`src/prc_pkg.sv`:
```
`default_nettype none

package prc_pkg;

   // Field widths fixed by the interface
   localparam int ROUTE_SLOTS = 4;
   localparam int BYTE_W      = 8;
   localparam int PAT_W       = 56;
   localparam int LEN_W       = 3;
   localparam int PORT_W      = 4;
   localparam int IDX_W       = 2;
   localparam int POS_W       = 3;
   localparam int POS_MAX     = 7;
   localparam int CSR_IDX_W   = 4;

   // Register map
   typedef enum logic [CSR_IDX_W-1:0] {
      CSR_PATTERN_0       = 4'd0,
      CSR_PATTERN_1       = 4'd1,
      CSR_PATTERN_2       = 4'd2,
      CSR_PATTERN_3       = 4'd3,
      CSR_ROUTE_LENGTHS   = 4'd4,
      CSR_ROUTE_PORTS     = 4'd5,
      CSR_FALLBACK_ENABLE = 4'd6,
      CSR_FALLBACK_PORT   = 4'd7
   } csr_index_type;

   // Routing table as seen by the matcher
   typedef struct packed {
      logic [ROUTE_SLOTS-1:0][PAT_W-1:0]  patterns;
      logic [ROUTE_SLOTS-1:0][LEN_W-1:0]  lengths;
      logic [ROUTE_SLOTS-1:0][PORT_W-1:0] ports;
      logic                               fallback_enable;
      logic [PORT_W-1:0]                  fallback_port;
   } cfg_type;

   // One byte beat held in the input register
   typedef struct packed {
      logic              valid;
      logic [BYTE_W-1:0] data;
      logic              last;
   } stage_type;

   // Routing decision for a finished message
   typedef struct packed {
      logic              deliver;
      logic [PORT_W-1:0] out_port;
      logic              route_hit;
      logic [IDX_W-1:0]  hit_index;
   } result_type;

endpackage

`default_nettype wire

```
`src/prefix_route_classifier.sv`:
```
`default_nettype none

// Channel   Direction  Handshake                Payload
// req_      in         req_valid / req_ready    message_byte, end_of_message
// rsp_      out        rsp_valid / rsp_ready    deliver, out_port, route_hit, hit_index
// csr_      in         csr_valid / csr_ready    csr_index, csr_data
//
// One byte per cycle while no last byte is held back; a byte is matched in the cycle after its accept edge,
// so a last byte's result beat is loaded into the result register as it leaves the input register.
// Only the last byte of a message produces a result beat; others only advance the match state.
// Reset clears the routing table to zero and restarts the message.
// A full, stalled result register holds a last byte in the input register and
// drops req_ready; other bytes keep flowing under it.
// csr_ready is always high; each write is registered into the routing table.

module prefix_route_classifier
   import prc_pkg::*;
#(
   parameter int NUM_ROUTES        = 4,
   parameter int MAX_PATTERN_BYTES = 7
)
(
   input  wire logic                 clock,
   input  wire logic                 reset,
   input  wire logic                 req_valid,
   output logic                      req_ready,
   input  wire logic [BYTE_W-1:0]    req_message_byte,
   input  wire logic                 req_end_of_message,
   output logic                      rsp_valid,
   input  wire logic                 rsp_ready,
   output logic                      rsp_deliver,
   output logic [PORT_W-1:0]         rsp_out_port,
   output logic                      rsp_route_hit,
   output logic [IDX_W-1:0]          rsp_hit_index,
   input  wire logic                 csr_valid,
   output logic                      csr_ready,
   input  wire logic [CSR_IDX_W-1:0] csr_index,
   input  wire logic [PAT_W-1:0]     csr_data
);

   cfg_type    cfg;
   stage_type  stage;
   result_type result;
   result_type rsp_ff;
   logic       rsp_valid_ff, rsp_valid_in;
   logic       out_free, take, finish;

   assign csr_ready = 1'b1;

   prc_csr u_csr (
      .clock (clock),
      .reset (reset),
      .write (csr_valid && csr_ready),
      .index (csr_index),
      .data  (csr_data),
      .cfg   (cfg)
   );

   prc_input_stage u_input (
      .clock              (clock),
      .reset              (reset),
      .req_valid          (req_valid),
      .req_ready          (req_ready),
      .req_message_byte   (req_message_byte),
      .req_end_of_message (req_end_of_message),
      .take               (take),
      .stage              (stage)
   );

   // Advance the held byte unless it is last and the result slot is full
   assign out_free = !rsp_valid_ff || rsp_ready;
   assign take     = stage.valid && (!stage.last || out_free);
   assign finish   = take && stage.last;

   prc_matcher #(
      .NUM_ROUTES        (NUM_ROUTES),
      .MAX_PATTERN_BYTES (MAX_PATTERN_BYTES)
   ) u_matcher (
      .clock  (clock),
      .reset  (reset),
      .cfg    (cfg),
      .step   (take),
      .data   (stage.data),
      .last   (stage.last),
      .result (result)
   );

   // Result register
   always_comb begin
      rsp_valid_in = rsp_valid_ff;
      if (finish)
         rsp_valid_in = 1'b1;
      else if (rsp_ready)
         rsp_valid_in = 1'b0;
   end

   always_ff @(posedge clock) begin
      if (reset)
         rsp_valid_ff <= 1'b0;
      else
         rsp_valid_ff <= rsp_valid_in;
   end

   always_ff @(posedge clock) begin
      if (finish)
         rsp_ff <= result;
   end

   assign rsp_valid     = rsp_valid_ff;
   assign rsp_deliver   = rsp_ff.deliver;
   assign rsp_out_port  = rsp_ff.out_port;
   assign rsp_route_hit = rsp_ff.route_hit;
   assign rsp_hit_index = rsp_ff.hit_index;

   a_drop_is_clean: assert property (@(posedge clock) disable iff (reset)
      rsp_valid && !rsp_deliver |-> rsp_out_port == '0 && !rsp_route_hit)
      else $error("dropped message carries a port or a hit");

   a_miss_index_zero: assert property (@(posedge clock) disable iff (reset)
      rsp_valid && !rsp_route_hit |-> rsp_hit_index == '0)
      else $error("hit index set without a route hit");

   a_mid_byte_no_result: assert property (@(posedge clock) disable iff (reset)
      !rsp_valid_ff && !(stage.valid && stage.last) |=> !rsp_valid_ff)
      else $error("result beat without a last byte");

endmodule

`default_nettype wire

```
`src/prc_csr.sv`:
```
`default_nettype none

module prc_csr
   import prc_pkg::*;
(
   input  wire logic                 clock,
   input  wire logic                 reset,
   input  wire logic                 write,
   input  wire logic [CSR_IDX_W-1:0] index,
   input  wire logic [PAT_W-1:0]     data,
   output cfg_type                   cfg
);

   cfg_type cfg_ff;

   // Decode the write beat; unknown indexes are ignored
   always_ff @(posedge clock) begin
      if (reset) begin
         cfg_ff <= '0;
      end else if (write) begin
         case (index)
            CSR_PATTERN_0:       cfg_ff.patterns[0]     <= data;
            CSR_PATTERN_1:       cfg_ff.patterns[1]     <= data;
            CSR_PATTERN_2:       cfg_ff.patterns[2]     <= data;
            CSR_PATTERN_3:       cfg_ff.patterns[3]     <= data;
            CSR_ROUTE_LENGTHS:   cfg_ff.lengths         <= data[ROUTE_SLOTS*LEN_W-1:0];
            CSR_ROUTE_PORTS:     cfg_ff.ports           <= data[ROUTE_SLOTS*PORT_W-1:0];
            CSR_FALLBACK_ENABLE: cfg_ff.fallback_enable <= data[0];
            CSR_FALLBACK_PORT:   cfg_ff.fallback_port   <= data[PORT_W-1:0];
            default: ;
         endcase
      end
   end

   assign cfg = cfg_ff;

endmodule

`default_nettype wire

```
`src/prc_input_stage.sv`:
```
`default_nettype none

module prc_input_stage
   import prc_pkg::*;
(
   input  wire logic              clock,
   input  wire logic              reset,
   input  wire logic              req_valid,
   output logic                   req_ready,
   input  wire logic [BYTE_W-1:0] req_message_byte,
   input  wire logic              req_end_of_message,
   input  wire logic              take,
   output stage_type              stage
);

   logic              valid_ff, valid_in;
   logic [BYTE_W-1:0] data_ff;
   logic              last_ff;
   logic              load;

   // Accept a new beat when the register is empty or the held one leaves this cycle
   assign req_ready = !valid_ff || take;
   assign load      = req_valid && req_ready;

   always_comb begin
      valid_in = valid_ff;
      if (load)
         valid_in = 1'b1;
      else if (take)
         valid_in = 1'b0;
   end

   always_ff @(posedge clock) begin
      if (reset)
         valid_ff <= 1'b0;
      else
         valid_ff <= valid_in;
   end

   // Payload needs no reset
   always_ff @(posedge clock) begin
      if (load) begin
         data_ff <= req_message_byte;
         last_ff <= req_end_of_message;
      end
   end

   assign stage.valid = valid_ff;
   assign stage.data  = data_ff;
   assign stage.last  = last_ff;

endmodule

`default_nettype wire

```
`src/prc_matcher.sv`:
```
`default_nettype none

module prc_matcher
   import prc_pkg::*;
#(
   parameter int NUM_ROUTES        = 4,
   parameter int MAX_PATTERN_BYTES = 7
)
(
   input  wire logic              clock,
   input  wire logic              reset,
   input  cfg_type                cfg,
   input  wire logic              step,
   input  wire logic [BYTE_W-1:0] data,
   input  wire logic              last,
   output result_type             result
);

   logic [ROUTE_SLOTS-1:0] alive_ff, alive_in;
   logic [ROUTE_SLOTS-1:0] hit_mask_ff, hit_mask_in;
   logic [POS_W-1:0]       pos_ff, pos_in;

   logic [ROUTE_SLOTS-1:0]            alive_next;
   logic [ROUTE_SLOTS-1:0]            hit_next;
   logic [ROUTE_SLOTS-1:0][LEN_W-1:0] len_eff;
   logic [IDX_W-1:0]                  hit_idx;

   // Compare this byte against every active route in parallel
   always_comb begin
      logic [POS_MAX:0][BYTE_W-1:0] pat_view;
      alive_next = alive_ff;
      hit_next   = hit_mask_ff;
      len_eff    = '0;
      for (int r = 0; r < ROUTE_SLOTS; r++) begin
         pat_view = {BYTE_W'(0), cfg.patterns[r]};
         if (r < NUM_ROUTES) begin
            len_eff[r] = cfg.lengths[r];
            if (len_eff[r] > LEN_W'(MAX_PATTERN_BYTES))
               len_eff[r] = LEN_W'(MAX_PATTERN_BYTES);
            if (len_eff[r] != '0 && pos_ff < len_eff[r]) begin
               if (pat_view[pos_ff] != data)
                  alive_next[r] = 1'b0;
               if (pos_ff + POS_W'(1) == len_eff[r] && alive_next[r])
                  hit_next[r] = 1'b1;
            end
         end
      end
   end

   // Lowest matching route wins
   always_comb begin
      hit_idx = '0;
      for (int r = ROUTE_SLOTS - 1; r >= 0; r--) begin
         if (hit_next[r])
            hit_idx = IDX_W'(r);
      end
   end

   // Build the decision from the state after this byte
   always_comb begin
      result = '0;
      if (hit_next != '0) begin
         result.deliver   = 1'b1;
         result.out_port  = cfg.ports[hit_idx];
         result.route_hit = 1'b1;
         result.hit_index = hit_idx;
      end else if (cfg.fallback_enable) begin
         result.deliver  = 1'b1;
         result.out_port = cfg.fallback_port;
      end
   end

   // Advance per byte, clear after the last one
   always_comb begin
      alive_in    = alive_ff;
      hit_mask_in = hit_mask_ff;
      pos_in      = pos_ff;
      if (step) begin
         if (last) begin
            alive_in    = '1;
            hit_mask_in = '0;
            pos_in      = '0;
         end else begin
            alive_in    = alive_next;
            hit_mask_in = hit_next;
            if (pos_ff != POS_W'(POS_MAX))
               pos_in = pos_ff + POS_W'(1);
         end
      end
   end

   always_ff @(posedge clock) begin
      if (reset) begin
         alive_ff    <= '1;
         hit_mask_ff <= '0;
         pos_ff      <= '0;
      end else begin
         alive_ff    <= alive_in;
         hit_mask_ff <= hit_mask_in;
         pos_ff      <= pos_in;
      end
   end

   a_clear_after_last: assert property (@(posedge clock) disable iff (reset)
      step && last |=> pos_ff == '0 && hit_mask_ff == '0 && alive_ff == '1)
      else $error("message state not cleared after last byte");

   a_hold_without_step: assert property (@(posedge clock) disable iff (reset)
      !step |=> $stable(pos_ff) && $stable(hit_mask_ff) && $stable(alive_ff))
      else $error("message state moved without a byte");

endmodule

`default_nettype wire
```
`config.mk`:
```
export PLATFORM = sky130hd
export DESIGN_NAME = prefix_route_classifier
export DESIGN_NICKNAME = d
export VERILOG_FILES = /design/src/prc_pkg.sv /design/src/prefix_route_classifier.sv /design/src/prc_csr.sv /design/src/prc_input_stage.sv /design/src/prc_matcher.sv
export SDC_FILE = /design/constraint.sdc
export NUM_CORES = 1
export LEC_CHECK = 0
export ABC_AREA = 1
export BUFFER_PORTS_ARGS = -buffer_cell sky130_fd_sc_hd__buf_2
export CORE_ASPECT_RATIO = 0.8
export CORE_UTILIZATION = 41
export DETAILED_ROUTE_END_ITERATION = 12
export GPL_TIMING_DRIVEN = 1
export PLACE_DENSITY = 0.58
export SLEW_MARGIN = 0
export SYNTH_ARGS = -nofsm -noshare
export SYNTH_HDL_FRONTEND = slang
export SYNTH_SLANG_ARGS = --single-unit
```
`constraint.sdc`:
```
create_clock -name clock -period 2.2 [get_ports clock]
set_input_delay 0.44 -clock clock [delete_from_list [all_inputs] [get_ports clock]]
set_output_delay 0.44 -clock clock [all_outputs]
set_load 0.01 [all_outputs]
```
-- Yosys cells after proc, flatten, opt, wreduce, memory -nomap -nowiden
Index checks and enable logic that the tools add are counted.
- bits in read-only memories: 0
- latch bits: 0
- bits in writable memories: 0
- bits of input ports: 74
- flip-flop bits (word level): 287
- memories kept: 0
- reductions and logical operators: 43
- $add $sub $neg: 1
- equal/unequal tests: 16
- multipliers: 0
- magnitude comparators: 10
- multiplexer cells: 49
- shift-type cells: 0
- divide/modulo/power cells: 0
- bitwise logic cells: 0
- operators by type and width (cell ; number):
    8-bit binary-select mux with 3-bit select ; 4
    8-bit 2-to-1 mux ; 4
    8-bit inequality test ; 4
    2-bit AND reduction ; 13
    1-bit 2-to-1 mux ; 24
    3-bit 2-to-1 mux ; 7
    4-bit by 3-bit == test with 1-bit output (second input constant) ; 4
    4-bit 2-to-1 mux ; 4
    2-bit nonzero test ; 7
    3-bit == test ; 4
    3-bit greater-than comparator (second input constant) ; 4
    3-bit less-than comparator ; 4
    3-bit nonzero test ; 4
    1-bit logical AND ; 11
    4-bit binary-select mux with 2-bit select ; 1
    4-bit by 2-bit == test with 1-bit output (second input constant) ; 2
    2-bit 2-to-1 mux ; 4
    5-bit 2-to-1 mux ; 1
    4-bit by 1-bit == test with 1-bit output (second input constant) ; 1
    4-bit logical NOT ; 1
    3-bit by 4-bit less-than comparator with 1-bit output (second input constant) ; 1
    4-bit nonzero test ; 1
    3-bit by 1-bit adder with 3-bit output (second input constant) ; 1
    1-bit logical NOT ; 3
    3 further kinds ; 5

-- Logic depth before layout (Yosys ltp)
Gate-level depths: netlist (run 1).
- depth after elaboration: 15
- depth in mapped cells: 22
- depth with buffers taken out: 20

-- Modules after synthesis
A second synthesis (run 1) with hierarchy kept.
- cell total of the unflattened synthesis: 2422
- area, all modules: 15058.2 um^2
- by module, submodules not included (module ; cells each ; area an instance (um^2) ; seq. area each (um^2) ; instances):
    prc_csr ; 1582 ; 10516.3 ; 5144.9 ; 1
    prc_matcher ; 800 ; 3888.7 ; 220.2 ; 1
    prc_input_stage ; 17 ; 332.8 ; 290.3 ; 1
    prefix_route_classifier ; 23 ; 320.3 ; 260.2 ; 1

-- Worst setup path before layout (run 1)
OpenSTA, ideal clock, no wires.
- kind: reg-to-reg
- start: reg u_matcher.pos_ff[0]
- end: reg rsp_ff (netlist bit rsp_out_port[0]), data pin
- setup slack: -0.225 ns
- period minus slack after synthesis: 2.425 ns
- arrival time: 2.172 ns
- library setup time: 0.253 ns
- cell stages (with the launch flop): 18
- cell sequence: dfxtp_1 > buf_6 > inv_4 > buf_6 > buf_4 > ha_1 > a21oi_1 > o221ai_1 > a211oi_1 > nand3_1 > nand2_2 > nand2_4 > nand2_8 > nand2_4 > nand2_1 > nand3_1 > nand3_1 > nand2_1
- RTL lines (item ; RTL line ; text):
    from (decl) ; prc_matcher.sv:21 ; logic [POS_W-1:0] pos_ff, pos_in;
    from (signal assigned) ; prc_matcher.sv:100 ; pos_ff <= pos_in;
    to (signal assigned) ; prefix_route_classifier.sv:106 ; rsp_ff <= result;
    to (decl) ; prefix_route_classifier.sv:44 ; result_type rsp_ff;

==> out/metrics.cfg, run 1 <==
[outcome]
status=finished, violations left
violations=setup timing

[floorplan]
die_x_um=203
pin_count=85
row_count=58
dieArea_um2=32900
start_util_pct=41.8
core_area_um2=31600
die_y_um=163

[flow_run]
maxCapViolCount=0

[setup_path]
crit-reg2reg-launch=u_matcher.pos_ff[0]
end_kind=flip-flop
worst-path-max-fanout=8
start_kind=flip-flop
critPathKind=reg -> reg
crit_arrival_ns=3.08
worstReg2RegEnd=rsp_out_port[3]
worstPathRequired_ns=2.52
crit_start=u_matcher.pos_ff[0]
reg2reg_slack_ns=-0.56
r2r_cells=17
worstSetupEndpoint=rsp_out_port[3]

[synthesis]
yosysUniqueCellTypes=36
netlist_instances=1880
netlist_area_um2=13200
synth.most_common_cell=o21ai_0
synth_warnings=0
avgSynthCellArea_um2=7.03
synth-edff-count=17
synth_area_leaders=dfxtp_1 (41%), o21ai_0 (11%), a21oi_1 (7.8%)
ys.flop_type=dfxtp_1
synthTopCellsByCount=o21ai_0 (303), nand2_1 (273), dfxtp_1 (270)
yosys.area.top_type_share_pct=40.9
ys_seq_elements=287
synth_nets=1968
seq_area_frac_synth_pct=44.8
synth_top_area_cell=dfxtp_1
async_flop_share_pct=0

[global_route]
grt_max_degree=113
grt_overflow_total=0
grt_use_met3_pct=5.32
use_met1_pct=39.2
grt_busiest_layer=met2
grt_pass1_vias=12100
grt_pass1_wl_um=68700
grt_antenna_before_repair=2
use_met2_pct=40.6
track_usage_pct=27.0

[sta]
maxSlewViolCount=0
rsz0062_at_grt=yes
fmaxAchievable_mhz=362
worst_slack_ns=-0.562
min_period_ns=2.76
finalClockSkew_ns=0.0251
min_period_over_period_pct=126
finalSetupViolCount=12
hold_viol_final=0
max-slew-margin-rel_pct=45.9
worst_pin_slew_ns=0.807

[final_layout]
fin_area_um2=16900
n_antenna_cell=0
drive_above_1_share_pct=20.1
fin_nets=2145
fillers=3042
area_growth_pct=27.9
post-route-util_pct=53.5

[drt]
drt_wl_total_um=45200
via_count=13200
drc=0
drtAntennaViolNets=0
routedWlPerCell_um=18.1
routed_via_density=5.28
first_pass_iters=5
drt_iter0_drc=1050

[power]
power.leakage_nw=6.88
fin_total_pwr_mw=12.2
vdd_drop_max_uv=449
p_per_area_nw_per_um2=725

[placement]
place_congestion=0.956
hpwlAfterDp_um=31400
numPortBuffers=83
pre_cts_ws_ns=-0.690
placed_cell_area_um2=15100

[cts]
numCtsBuffers=30
clk_transition_reported_paths_ns=0.06
clk_latency_ns=0.59
postCtsHoldBufs=0
htreeDepth=1
clkSinkCount=287
cts_root_buf=clkbuf_16
cts_tree=built
clock_path_buffers=3

[min_path]
holdPathStages=1
hold_class=in -> reg

-- metal layers --
metal	share of wire, %	wire [um]
met5	0.13	58
met4	2.1	953
met3	8.4	3810
met2	42	19000
met1	47	21300
-- flip-flops by register name (all words and copies together) (netlist names), 2 cells and up --
signal                 cells
u_matcher.pos_ff           3
rsp_out_port               4
u_input.data_ff            8
rsp_hit_index              2
u_csr.cfg                257
u_matcher.alive_ff         4
u_matcher.hit_mask_ff      4
-- per-stage QoR --
stage,hold WS [ns],TNS [ns],cells
CTS,0.0366,-3.50,2491
finish,0.0502,-4.71,2500
floorplan,0.420,-0.337,1880
global placement,0.427,-4.42,2421
global route,0.0360,-5.55,2500
detailed placement,0.437,-4.74,2421
-- how the worst min path moves through the flow --
stage                        startpoint                 end  slack, ns
floorplan                 u_csr.cfg[33]       u_csr.cfg[33]       0.42
global placement         u_csr.cfg[204]      u_csr.cfg[204]       0.43
detailed placement       u_csr.cfg[256]      u_csr.cfg[256]       0.44
CTS                 req_message_byte[2]  u_input.data_ff[2]       0.04
global route        req_message_byte[2]  u_input.data_ff[2]       0.04
finish              req_message_byte[2]  u_input.data_ff[2]       0.05
-- final cells by class --
class / instances / area, um2 / area share, %
timing repair inverter: 1 / 6.26 / 0.0370
inverter: 208 / 793 / 4.70
clock buffer: 47 / 937 / 5.55
sequential: 287 / 5920 / 35.1
multi-input combinational: 1266 / 6410 / 37.9
clock inverter: 8 / 101 / 0.600
timing repair buffer: 263 / 2200 / 13.0
tap: 420 / 526 / 3.11
-- critical path: stages, from the launching register on --
cell and delay [ns]:
dfxtp_4 0.40, buf_12 0.16, clkbuf_16 0.16, o211ai_1 0.38, nand2_1 0.13, nand2_1 0.08
nand2_1 0.06, xor2_1 0.18, nand3_2 0.16, nor2_4 0.16, nand2_1 0.08, nand2_2 0.10
nor2_4 0.05, buf_6 0.13, nand2_8 0.07, nor2_4 0.04, nand2_1 0.07, nand2_1 0.07
-- cells in the final DEF, fill, tap and decap left out, types with 3 or more instances in the layout --
cell	count
o21ai_0	291
dfxtp_1	268
nand2_1	258
nor2_1	253
a21oi_1	201
inv_1	198
buf_4	135
nand3_1	96
buf_2	83
clkbuf_16	35
nand3_2	31
buf_12	25
o211ai_1	21
o21ai_1	21
edfxtp_1	17
buf_6	16
nand2_2	15
nor2_2	11
ha_1	11
clkbuf_8	8
nor2_4	7
clkbuf_1	7
inv_2	6
o21ai_2	5
o22ai_1	5
clkinv_2	5
nand3_4	4
a21oi_2	4
nand2_8	4
o221ai_1	4
xor2_1	3
a211oi_2	3
nand2_4	3
inv_4	3
ha_4	3
-- timing repair --
action                                  4_1_cts  5_1_grt
endpoints found under the hold margin         0        0
buffers inserted                             13        7
resized for setup                            65       77
pin swaps                                    20       23
cloned                                        2        4
endpoints found under the setup margin       11       12
-- kinds of logic (layout without fill, tap and decap cells) --
| kind of cell | after synthesis | after routing | synth area share (%) |
|---|---|---|---|
| AOI/OAI and AO/OA | 563 | 563 | 22.2 |
| other | 1 | 1 | 0.0284 |
| buffers and inverters | 328 | 527 | 10.2 |
| adders and majority gates | 14 | 14 | 1.33 |
| and+or+nand+nor | 684 | 685 | 21.3 |
| DFF | 287 | 287 | 44.8 |
| xor gates and xnor gates | 3 | 3 | 0.199 |
-- report_power, final --
part           switching [mW]  total (mW)  internal, mW
logic                   0.921        1.49         0.570
registers              0.0738        5.44          5.37
clock network            2.17        5.31          3.15
total                    3.16        12.2          9.08
No activity file was read; power rests on OpenSTA's default activity.
==> inputs of run 2 (changes only) <==
- CORE_MARGIN: unset -> 10
- PLACE_DENSITY: 0.58 -> 0.56
- clock period: 2.2 -> 2.7 ns (I/O delays scaled with it)
==> run 2 against run 1 <==
Effect of this change:
- the flow still finishes with violations (setup timing)
- routed wire length up 0.92%
- largest cell class unchanged
- total power shrank 19%
- clock power is 20% lower
==> out/metrics.cfg, run 2 (synthesized netlist as in run 1, its figures left out) <==
[final_layout]
drive_above_1_share_pct=16.3  ; was 20.1%
area_growth_pct=22.8  ; was 27.9%
multiInputGateArea_um2=6220  ; was 6410 um2
final_cell_mix=o21ai_0 (296), dfxtp_1 (268), nand2_1 (261)  ; was o21ai_0 (291), dfxtp_1 (268), nand2_1 (258)
largest_reg_flops=257  ; unchanged
final_cells=2442  ; was 2500
fillers=3178  ; was 3042
register_area_um2=5920  ; unchanged
final_common_cell=o21ai_0  ; unchanged
fin_area_um2=16200  ; was 16900 um2
fin_nets=2085  ; was 2145
post-route-util_pct=51.3  ; was 53.5%
n_antenna_cell=0  ; unchanged

[placement]
numPortBuffers=83  ; unchanged
placed_cells=2355  ; was 2421
hpwlAfterDp_um=32000  ; was 31400 um
pre_cts_ws_ns=-0.208  ; was -0.690 ns
placed_cell_area_um2=14500  ; was 15100 um2
place_congestion=0.932  ; was 0.956

[cts]
htreeDepth=1  ; unchanged
clk_transition_reported_paths_ns=0.06  ; about the same
cts_root_buf=clkbuf_16  ; unchanged
clkSinkCount=287  ; unchanged
numCtsBuffers=31  ; was 30
cts_tree=built  ; unchanged
clk_latency_ns=0.58  ; was 0.59 ns
clock_path_buffers=3  ; unchanged

[setup_path]
worstPathRequired_ns=3.02  ; was 2.52 ns
worstPathCellList=buf_6, buf_12, buf_6, o211ai_1, nand3_1, o211ai_1, nand2_1, nor2_2, nand3_2, nor2_4, nand2_1, nand2_2, nor2_4, buf_6, nand2_8, nor2_4, nand2_1, nand2_1  ; was buf_12, clkbuf_16, o211ai_1, nand2_1, nand2_1, nand2_1, xor2_1, nand3_2, nor2_4, nand2_1, nand2_2, nor2_4, buf_6, nand2_8, nor2_4, nand2_1, nand2_1
critPathKind=reg -> reg  ; unchanged
crit_arrival_ns=3.14  ; was 3.08 ns
worst-path-max-fanout=7  ; was 8
slowest_delay_ns=0.39  ; was 0.40 ns
crit_family=simple AND/OR/NAND/NOR gates  ; unchanged
start_kind=flip-flop  ; unchanged
slowest_stage=dfxtp_4  ; unchanged
worst_path_most_repeated_cell=nand2_1  ; unchanged
cp.buffers_inverters=4  ; was 3
end_kind=flip-flop  ; unchanged

[sta]
fmaxAchievable_mhz=355  ; was 362 MHz
worst_pin_slew_ns=0.550  ; was 0.807 ns
min_period_over_period_pct=104  ; was 126%
max-slew-margin-rel_pct=63.3  ; was 45.9%
maxSlewViolCount=0  ; unchanged
tns_ns=-0.539  ; was -4.71 ns
worst_slack_ns=-0.116  ; was -0.562 ns
min_period_ns=2.82  ; was 2.76 ns
finalClockSkew_ns=0.0153  ; was 0.0251 ns
rsz0062_at_grt=yes  ; unchanged
hold_ws_ns=0.147  ; was 0.0502 ns
hold_viol_final=0  ; unchanged
finalSetupViolCount=5  ; was 12

[drt]
drt_iter0_drc=1308  ; was 1050
drtAntennaViolNets=0  ; unchanged
first_pass_iters=5  ; unchanged
drc=0  ; unchanged
routedWlPerCell_um=18.7  ; was 18.1 um
via_count=12800  ; was 13200
drt_wl_total_um=45600  ; was 45200 um
routed_via_density=5.24  ; was 5.28

[outcome]
status=finished, violations left  ; unchanged
violations=setup timing  ; unchanged

[floorplan]
core_area_um2=31600  ; about the same
dieArea_um2=39800  ; was 32900 um2
die_y_um=181  ; was 163 um
row_count=58  ; unchanged
start_util_pct=41.8  ; about the same
pin_count=85  ; unchanged
die_x_um=221  ; was 203 um

[global_route]
track_usage_pct=21.8  ; was 27.0%
grt_pass1_vias=11600  ; was 12100
grt_antenna_before_repair=2  ; unchanged
grt_max_degree=113  ; unchanged
grt_pass1_wl_um=68400  ; was 68700 um
grt_overflow_total=0  ; unchanged

[min_path]
hold_class=in -> reg  ; unchanged

[power]
power.leakage_nw=6.59  ; was 6.88 nW
fin_total_pwr_mw=9.89  ; was 12.2 mW
vdd_drop_max_uv=627  ; was 449 uV
p_per_area_nw_per_um2=610  ; was 725 nW/um2

[flow_run]
maxCapViolCount=0  ; unchanged

[run 2: cell types whose count changed in the layout (fill, tap and decap cells not counted), moves of 4 or more]
cell / delta
buf_6: -6
clkinv_2: +8
o21ai_0: +5
nand3_1: +14
nand3_2: -12
nor2_2: -4
clkbuf_8: -7
buf_12: -4
buf_4: -55
[run 2: worst paths after layout]
kind | slack [ns] | endpoint | cells past startpoint | from
hold reg to reg | 0.44 | u_csr.cfg[36] | 2 | u_csr.cfg[36]
setup reg to reg | -0.12 | rsp_out_port[0] | 18 | u_matcher.pos_ff[0]
hold / removal | 0.15 | u_input.data_ff[0] | 1 | req_message_byte[0]
setup / recovery | -0.12 | rsp_out_port[0] | 18 | u_matcher.pos_ff[0]
[run 2: repair_timing]
| action | 4_1_cts | 5_1_grt |
|---|---|---|
| setup endpoints to repair | 7 | 7 |
| resized for setup | 25 | 77 |
| gates cloned | 1 | 6 |
| pin swaps | 8 | 40 |
| hold buffers | 0 | 0 |
| buffers inserted | 2 | 21 |
[run 2: area by class of cell]
class | instances | area share, %
clock buffers | 37 | 4.98
clock inverters | 21 | 1.20
inverters | 208 | 4.97
multi-input cells | 1265 | 38.4
flip-flops and latches | 287 | 36.5
well taps | 420 | 3.24
repair buffers | 204 | 10.7
[run 2: power breakdown]
part           switching, mW  leakage, nW  internal, mW  total [mW]
clock network           1.82        0.507          2.43        4.25
registers             0.0602         2.35          4.37        4.43
logic                  0.753         3.73         0.459        1.21
[run 2: routing by layer]
| metal | track usage (%) | part of all wire (%) |
|---|---|---|
| met1 | 32.9 | 49 |
| met4 | 4.18 | 1.6 |
| met3 | 3.29 | 7.2 |
| met2 | 32.1 | 42 |
| met5 | 0 | 0 |
